[src/rtl/core/odo_pkg.sv]
// types, constants and helper functions of the odometry block
package odo_pkg;

  localparam int CORDIC_STEPS_DEF = 16;
  localparam int CW = 36;         // cordic x, y, z width
  localparam int AW = 48;         // unreduced midpoint angle width
  localparam int NW = 44;         // divider numerator magnitude width
  localparam int DSW = 34;        // travel width
  localparam int YW = 22;         // yaw width
  localparam int MOD_STEPS = 14;  // quotient bits of the angle reduction

  localparam logic [31:0] TICK_ANGLE_RST = 32'd6588397;
  localparam logic [15:0] RADIUS_RST = 16'd2163;

  localparam logic signed [CW-1:0] PI_Q = 36'sd3373259426;
  localparam logic signed [CW-1:0] HALF_PI_Q = 36'sd1686629713;
  localparam logic signed [CW-1:0] TWO_PI_Q = 36'sd6746518852;
  localparam logic signed [CW-1:0] GAIN_INV_Q = 36'sd652032874;
  localparam logic signed [CW-1:0] DEN_BIAS = 36'sd134217728;
  localparam logic [AW-1:0] TWO_PI_M = 48'd6746518852;

  // atan(2^-i) in 2^-30 rad
  localparam logic signed [CW-1:0] ATAN_TAB [32] = '{
    36'sd843314857, 36'sd497837829, 36'sd263043837, 36'sd133525159, 36'sd67021687,
    36'sd33543516, 36'sd16775851, 36'sd8388437, 36'sd4194283, 36'sd2097149,
    36'sd1048576, 36'sd524288, 36'sd262144, 36'sd131072, 36'sd65536, 36'sd32768,
    36'sd16384, 36'sd8192, 36'sd4096, 36'sd2048, 36'sd1024, 36'sd512, 36'sd256,
    36'sd128, 36'sd64, 36'sd32, 36'sd16, 36'sd8, 36'sd4, 36'sd2, 36'sd1, 36'sd0
  };

  typedef enum logic [0:0] {
    REG_TICK_ANGLE = 1'b0,
    REG_RADIUS     = 1'b1
  } cfg_reg_t;

  typedef enum logic [4:0] {
    OP_NONE, OP_LOAD, OP_CLEAR, OP_ENC, OP_TICK_L, OP_INC_L, OP_TICK_R, OP_INC_R,
    OP_ACC, OP_QNUM, OP_QDEN, OP_DSMUL, OP_DSRND, OP_ATAN_GO, OP_YAW, OP_MID,
    OP_ROT_GO, OP_XMUL, OP_XADD, OP_YMUL, OP_YADD, OP_DIV_GO, OP_DIV_PUT,
    OP_COMMIT, OP_EMIT
  } dp_op_t;

  typedef enum logic [1:0] {
    DIV_LIN, DIV_TURN, DIV_LEFT, DIV_RIGHT
  } div_sel_t;

  typedef struct packed {
    dp_op_t   op;
    div_sel_t sel;
  } cmd_t;

  typedef struct packed {
    logic func;
    logic ms_zero;
    logic cordic_done;
    logic div_done;
  } status_t;

  typedef struct packed {
    logic               func;
    logic               encoder_valid;
    logic signed [31:0] left_count;
    logic signed [31:0] right_count;
    logic signed [15:0] quat_w;
    logic signed [15:0] quat_x;
    logic signed [15:0] quat_y;
    logic signed [15:0] quat_z;
    logic [15:0]        elapsed_ms;
  } sample_t;

  typedef struct packed {
    logic signed [31:0] pos_x;
    logic signed [31:0] pos_y;
    logic signed [31:0] heading;
    logic signed [31:0] linear_speed;
    logic signed [31:0] turn_rate;
    logic signed [31:0] left_angle;
    logic signed [31:0] right_angle;
    logic signed [31:0] left_speed;
    logic signed [31:0] right_speed;
    logic               updated;
  } result_t;

  function automatic logic signed [31:0] sat32(logic signed [63:0] v);
    if (v > 64'sh7FFFFFFF) return 32'sh7FFFFFFF;
    if (v < -64'sh80000000) return 32'sh80000000;
    return v[31:0];
  endfunction

  // shift right, rounding to nearest with ties away from zero
  function automatic logic signed [63:0] rnd(logic signed [63:0] v, int sh);
    logic [63:0] m;
    m = v[63] ? 64'(-v) : 64'(v);
    m = (m + (64'd1 << (sh - 1))) >> sh;
    return v[63] ? -$signed(m) : $signed(m);
  endfunction

endpackage

[src/rtl/core/odo_ctrl.sv]
// sequencing state machine of the odometry block
module odo_ctrl (
  input  logic             clk,
  input  logic             rst,
  input  logic             sample_valid,
  output logic             sample_ready,
  output logic             result_valid,
  input  logic             result_ready,
  input  odo_pkg::status_t status,
  output odo_pkg::cmd_t    cmd
);
  import odo_pkg::*;

  localparam int SW = 26;

  typedef enum logic [SW-1:0] {
    S_IDLE    = 26'd1 << 0,
    S_DECIDE  = 26'd1 << 1,
    S_TICK_L  = 26'd1 << 2,
    S_INC_L   = 26'd1 << 3,
    S_TICK_R  = 26'd1 << 4,
    S_INC_R   = 26'd1 << 5,
    S_ACC     = 26'd1 << 6,
    S_QNUM    = 26'd1 << 7,
    S_QDEN    = 26'd1 << 8,
    S_DSMUL   = 26'd1 << 9,
    S_DSRND   = 26'd1 << 10,
    S_ATAN    = 26'd1 << 11,
    S_ATAN_W  = 26'd1 << 12,
    S_YAW     = 26'd1 << 13,
    S_MID     = 26'd1 << 14,
    S_ROT     = 26'd1 << 15,
    S_ROT_W   = 26'd1 << 16,
    S_XMUL    = 26'd1 << 17,
    S_XADD    = 26'd1 << 18,
    S_YMUL    = 26'd1 << 19,
    S_YADD    = 26'd1 << 20,
    S_DIV     = 26'd1 << 21,
    S_DIV_W   = 26'd1 << 22,
    S_DIV_PUT = 26'd1 << 23,
    S_COMMIT  = 26'd1 << 24,
    S_EMIT    = 26'd1 << 25
  } state_t;

  state_t   state, state_next;
  div_sel_t div_idx, div_idx_next;
  logic     result_valid_next;

  assign sample_ready = (state == S_IDLE);

  always_comb begin
    state_next = state;
    div_idx_next = div_idx;
    result_valid_next = result_valid && !result_ready;
    cmd.op = OP_NONE;
    cmd.sel = div_idx;
    case (state)
      S_IDLE: begin
        if (sample_valid) begin
          cmd.op = OP_LOAD;
          state_next = S_DECIDE;
        end
      end
      S_DECIDE: begin
        cmd.op = status.func ? OP_CLEAR : OP_ENC;
        state_next = status.func ? S_EMIT : S_TICK_L;
      end
      S_TICK_L: begin cmd.op = OP_TICK_L; state_next = S_INC_L; end
      S_INC_L:  begin cmd.op = OP_INC_L;  state_next = S_TICK_R; end
      S_TICK_R: begin cmd.op = OP_TICK_R; state_next = S_INC_R; end
      S_INC_R:  begin cmd.op = OP_INC_R;  state_next = S_ACC; end
      S_ACC: begin
        cmd.op = OP_ACC;
        state_next = status.ms_zero ? S_EMIT : S_QNUM;
      end
      S_QNUM:   begin cmd.op = OP_QNUM;   state_next = S_QDEN; end
      S_QDEN:   begin cmd.op = OP_QDEN;   state_next = S_DSMUL; end
      S_DSMUL:  begin cmd.op = OP_DSMUL;  state_next = S_DSRND; end
      S_DSRND:  begin cmd.op = OP_DSRND;  state_next = S_ATAN; end
      S_ATAN:   begin cmd.op = OP_ATAN_GO; state_next = S_ATAN_W; end
      S_ATAN_W: begin
        if (status.cordic_done) state_next = S_YAW;
      end
      S_YAW:    begin cmd.op = OP_YAW;    state_next = S_MID; end
      S_MID:    begin cmd.op = OP_MID;    state_next = S_ROT; end
      S_ROT:    begin cmd.op = OP_ROT_GO; state_next = S_ROT_W; end
      S_ROT_W: begin
        if (status.cordic_done) state_next = S_XMUL;
      end
      S_XMUL:   begin cmd.op = OP_XMUL;   state_next = S_XADD; end
      S_XADD:   begin cmd.op = OP_XADD;   state_next = S_YMUL; end
      S_YMUL:   begin cmd.op = OP_YMUL;   state_next = S_YADD; end
      S_YADD: begin
        cmd.op = OP_YADD;
        div_idx_next = DIV_LIN;
        state_next = S_DIV;
      end
      S_DIV:    begin cmd.op = OP_DIV_GO; state_next = S_DIV_W; end
      S_DIV_W: begin
        if (status.div_done) state_next = S_DIV_PUT;
      end
      S_DIV_PUT: begin
        cmd.op = OP_DIV_PUT;
        if (div_idx == DIV_RIGHT) begin
          state_next = S_COMMIT;
        end else begin
          div_idx_next = div_sel_t'(div_idx + 1'b1);
          state_next = S_DIV;
        end
      end
      S_COMMIT: begin cmd.op = OP_COMMIT; state_next = S_EMIT; end
      S_EMIT: begin
        // wait for the output register to be free
        if (!result_valid || result_ready) begin
          cmd.op = OP_EMIT;
          result_valid_next = 1'b1;
          state_next = S_IDLE;
        end
      end
      default: state_next = S_IDLE;
    endcase
  end

  always_ff @(posedge clk) begin
    if (rst) begin
      state <= S_IDLE;
      div_idx <= DIV_LIN;
      result_valid <= 1'b0;
    end else begin
      state <= state_next;
      div_idx <= div_idx_next;
      result_valid <= result_valid_next;
    end
  end

endmodule

[config.mk]
export PLATFORM = sky130hd
export DESIGN_NAME = odo_ctrl
export DESIGN_NICKNAME = d
export VERILOG_FILES = /design/src/rtl/core/odo_pkg.sv /design/src/rtl/core/odo_ctrl.sv
export SDC_FILE = /design/constraint.sdc
export NUM_CORES = 1
export LEC_CHECK = 0
export ABC_AREA = 1
export BUFFER_PORTS_ARGS = -buffer_cell sky130_fd_sc_hd__buf_2
export CAP_MARGIN = 40
export CORE_UTILIZATION = 40
export CTS_BUF_LIST = sky130_fd_sc_hd__clkbuf_4 sky130_fd_sc_hd__clkbuf_8 sky130_fd_sc_hd__clkbuf_16
export DETAILED_ROUTE_END_ITERATION = 10
export GPL_TIMING_DRIVEN = 1
export PLACE_DENSITY = 0.66
export SETUP_SLACK_MARGIN = 0.2
export SYNTH_ARGS = -nofsm -noshare
export SYNTH_HDL_FRONTEND = slang
export SYNTH_SLANG_ARGS = --single-unit
export TNS_END_PERCENT = 20
[constraint.sdc]
create_clock -name clk -period 2.6 [get_ports clk]
set_input_delay 0.52 -clock clk [delete_from_list [all_inputs] [get_ports clk]]
set_output_delay 0.52 -clock clk [all_outputs]
set_load 0.01 [all_outputs]
== Word-level counts from Yosys, hierarchy flattened ==
Index checks and enable logic that the tools add are counted.

* Flip-flop bits (word level): 29
* Output and inout port bits: 9
* Word-level logic and storage cells: 61

* $add $sub $neg: 1
* Equal/unequal tests: 33
* Multiplexer cells: 17
* Reduce and logical (&&, ||, !) cells: 7

{| class="wikitable"
|+ Operators with widths
! operator !! number
|-
| case mux 26 bit (26 select lines) || 1
|-
| two-way mux 26 bit || 7
|-
| case mux 5 bit (23 select lines) || 1
|-
| == test 26 x 1 -> 1 bit (second input constant) || 1
|-
| == test 26 x 10 -> 1 bit (second input constant) || 1
|-
| == test 26 x 11 -> 1 bit (second input constant) || 1
|-
| == test 26 x 12 -> 1 bit (second input constant) || 1
|-
| == test 26 x 13 -> 1 bit (second input constant) || 1
|-
| == test 26 x 14 -> 1 bit (second input constant) || 1
|-
| == test 26 x 15 -> 1 bit (second input constant) || 1
|-
| == test 26 x 16 -> 1 bit (second input constant) || 1
|-
| == test 26 x 17 -> 1 bit (second input constant) || 1
|-
| == test 26 x 18 -> 1 bit (second input constant) || 1
|-
| == test 26 x 19 -> 1 bit (second input constant) || 1
|-
| == test 26 x 2 -> 1 bit (second input constant) || 1
|-
| == test 26 x 20 -> 1 bit (second input constant) || 1
|-
| == test 26 x 21 -> 1 bit (second input constant) || 1
|-
| == test 26 x 22 -> 1 bit (second input constant) || 1
|-
| == test 26 x 23 -> 1 bit (second input constant) || 1
|-
| == test 26 x 24 -> 1 bit (second input constant) || 1
|-
| == test 26 x 25 -> 1 bit (second input constant) || 1
|-
| == test 26 bit (second input constant) || 1
|-
| == test 26 x 3 -> 1 bit (second input constant) || 1
|-
| == test 26 x 4 -> 1 bit (second input constant) || 1
|-
| other kinds (19) || 28
|}

== Logic depth before layout (Yosys ltp) ==
* Depth after elaboration: 4
* Mapped depth: 12
* Gate-level depth less buffers: 12

== Worst setup path before layout ==
Ideal clock, no wire load.

* Kind: register to output
* Start point: register state[16]
* End point: output port cmd[2] (netlist bit)
* Arrival time: 1.349 ns
* Required time: 2.080 ns
* Slack: 0.731 ns
* Cell stages (with the launch flop): 9
* Buffers on the path: 1
* Cell sequence: dfxtp_1 -> nor2_1 -> nand2_2 -> nor3_4 -> buf_4 -> nand2_1 -> o21ai_0 -> nor3_1 -> nand2_1

{| class="wikitable"
|+ RTL lines
! what !! RTL line !! text
|-
| start, declared || odo_ctrl.sv:45 || <nowiki>state_t state, state_next;</nowiki>
|-
| start signal, assigned || odo_ctrl.sv:130 || <nowiki>state <= state_next;</nowiki>
|-
| end, declared || odo_ctrl.sv:10 || <nowiki>output odo_pkg::cmd_t cmd</nowiki>
|}

==> metrics.md <==
| Metric | Value |
|---|---|
| Status | `finished, final reports clean` |
| Area delta synth->final | `26.9%` |
| Hold WC Path Type | `in2reg` |
| DRT iter0 DRCs | `132` |
| Critical Path Source Type | `flop` |
| Unrepaired setup endpoints after global routing | `true` |
| Slowest cell on crit path | `dfxtp_2` |
| Register area share after synthesis | `28.4%` |
| Avg Synthesized Cell Area | `6.25 um^2` |
| Tightest Pin Transition | `0.361 ns` |
| Via-per-instance ratio | `4.89` |
| Worst path cell trace | `nor2_2 > nand2_2 > nor2_4 > buf_6 > nand3b_1 > nor2_4 > nor2_2 > nand4_1 > buf_2` |
| Top cells by area, synth | `dfxtp_1 28%, nand2_1 14%, nor2_1 12%` |
| CTS sink cnt | `29` |
| Total nets after synthesis | `336` |
| Min Tclk post-route | `2.37 ns` |
| IO Count | `17` |
| Hold Fails Final Rpt | `0` |
| H-tree levels | `2` |
| CP Buf/Inv Count | `2` |
| Sequential cell area | `592 um^2` |
| GP Congestion | `0.841` |
| Worst-path maximum fanout | `5` |
| Rel. slew slack | `75.9%` |
| DIE HEIGHT | `73.5 um` |
| CTS Root Buffer Type | `clkbuf_8` |
| Worst setup EP type | `output port` |
| DIE AREA | `0.00540 mm^2` |
| Hold buffer count at cts | `0` |
| Maximum VDD drop | `0.560 mV` |
| Global Route Usage Sum | `19.9%` |
| Worst hold start | `status[2]` |
| Antenna violations before repair | `0` |
| Critical Path AT | `1.85 ns` |
| Worst hold margin | `0.415 ns` |
| Leading area contributor after synthesis | `dfxtp_1` |
| Leak | `1.23 nW` |
| Final Skew | `0.00740 ns` |
| Count leader, synth | `nand2_1` |
| Routed Antenna Nets | `0` |
| Max-slew violation count | `0` |
| Power, Total | `2.18 mW` |
| Nets | `367` |
| Ys flop type | `dfxtp_1` |
| Ys async rst share | `0%` |
| Clock latency on the worst-skew pair | `0.28 ns` |
| Fin Setup TNS | `0 ns` |
| Family with the most delay on the worst path | `simple AND/OR/NAND/NOR gates` |
| DRC Markers | `0` |
| TritonCTS clock tree | `yes` |
| WL per Instance | `12.5 um` |
| Worst reg2reg startpoint | `state[25]$_SDFFE_PP0P_` |
| DPL Wire Length | `3.74 mm` |
| Max incr delay on CP | `0.32 ns` |
| R2R setup slack | `0.53 ns` |
| Warnings, synthesis | `0` |
| Cells after Synth | `327` |
| Worst Path Required | `2.08 ns` |
| Pin count of the biggest net entering global routing | `25` |
| Port Buffers | `16` |
| Final period util | `91.3%` |
| Area share of the largest cell type after synthesis | `28.4%` |
| Worst-path clk slew | `0.06 ns` |
| Crit path kind | `reg2out` |
| Number of synthesized flops with an enable pin | `0` |
| First-pass GRT wire length | `8.22 mm` |
| Total CTS buffers | `5` |
| DRT Pass-1 Iters | `4` |
| Synth Register Bits | `29` |
| Post-synth top cells | `77 x nand2_1, 68 x nor2_1, 44 x inv_1` |
| Power per cell area | `840 mW/mm^2` |
| Worst setup margin | `0.225 ns` |
| Initial core utilization | `42.4%` |
| Total Wirelength | `5.33 mm` |
| Max-cap violations | `0` |
| Max Freq | `421 MHz` |
| Core Box Area | `0.00482 mm^2` |
| Yosys cell types | `31` |
| Final instance area | `0.00259 mm^2` |
| Cell row count | `25` |
| ANT cells | `0` |
| Congestion Overflow GR | `0` |
| CP startpoint | `state[7]$_SDFFE_PP0P_` |
| Fillers | `483` |
| Share of cells above drive strength 1 | `34.8%` |
| Syn Std Cell Area | `0.00204 mm^2` |
| Area of the multi-input gates | `0.00142 mm^2` |
| Die X | `73.5 um` |
| CTS Buffer Depth | `2` |
| Final setup violating endpoints | `0` |
| Pre-CTS WS | `0.280 ns` |
| Post-DP Area | `0.00217 mm^2` |
| Vias | `2082` |
| Vias in the first global route | `1846` |
==> metrics by stage <==
stage | cells | utilization, %
after floorplan | 327 | -
after global placement | 405 | 45.1
after detailed placement | 405 | 45.1
after CTS | 415 | 48.3
after global routing | 426 | 53.8
final | 426 | 53.8
==> where the power goes <==
group          internal [mW]  leakage [nW]  switching (mW)
clock network          0.239        0.0542           0.176
logic                  0.417         0.933           0.819
registers              0.486         0.239          0.0417
total                   1.14          1.23            1.04
==> area by class of cell <==
type                            instances  share of cell area (%)
Multi-Input combinational cell        241                    54.8
Tap cell                               67                    3.23
Clock buffer                            7                    3.71
Inverter                               52                    7.81
Sequential cell                        29                    22.8
Clock inverter                          1                   0.193
Timing Repair Buffer                   29                    7.48
==> path summary, 6_finish.rpt <==
path,cells past startpoint,end
setup reg to reg,12,state[0]$_SDFFE_PP1P_
hold / removal,2,state[7]$_SDFFE_PP0P_
hold reg to reg,2,div_idx[1]$_SDFFE_PP0P_
setup / recovery,9,cmd[3]
==> sequential cells by signal, summed over array words and instances, names as in the netlist <==
register	count
result_valid	1
state	26
div_idx	2
==> kinds of logic (layout without fill, tap and decap cells) <==
group,Yosys count,count (layout),synth area share (%)
AND/OR/NAND/NOR,232,233,57.5
buffers and inverters,58,89,11.8
flip-flops,29,29,28.4
AO/OA/AOI/OAI,7,7,1.71
adder cells (fa/ha/maj),1,1,0.612
==> layout by cell type (no fill, tap or decap), types with 2 or more instances in the layout <==
| cell | instances |
|---|---|
| nand3_2 | 3 |
| nand2_1 | 64 |
| nand2_2 | 14 |
| nand3b_1 | 3 |
| nor3_2 | 2 |
| nand3_1 | 17 |
| clkbuf_8 | 7 |
| nor2_4 | 13 |
| nor2_1 | 46 |
| dfxtp_2 | 9 |
| and3_1 | 2 |
| inv_1 | 44 |
| nor3b_2 | 4 |
| buf_2 | 16 |
| nor3_4 | 3 |
| dfxtp_1 | 20 |
| buf_4 | 11 |
| inv_2 | 7 |
| nand2_4 | 7 |
| nand4_1 | 9 |
| a21oi_1 | 5 |
| nor3_1 | 21 |
| nor2_2 | 20 |
==> per-layer routing <==
metal / GRT usage (%) / share of wire, % / vias up
li1: - / - / 1080
met1: 26.8 / 45 / 948
met2: 32.3 / 49 / 46
met3: 3.84 / 4.4 / 8
met4: 5.77 / 1.6 / 0
met5: 0 / 0 / -
==> repair_timing <==
item	in CTS	in global routing
endpoints found under the setup margin	5	5
pin swaps	2	22
setup buffers	2	10
cloned	0	1
resized for setup	8	58
endpoints found under the hold margin	0	0
(Power assumes the default switching activity.)
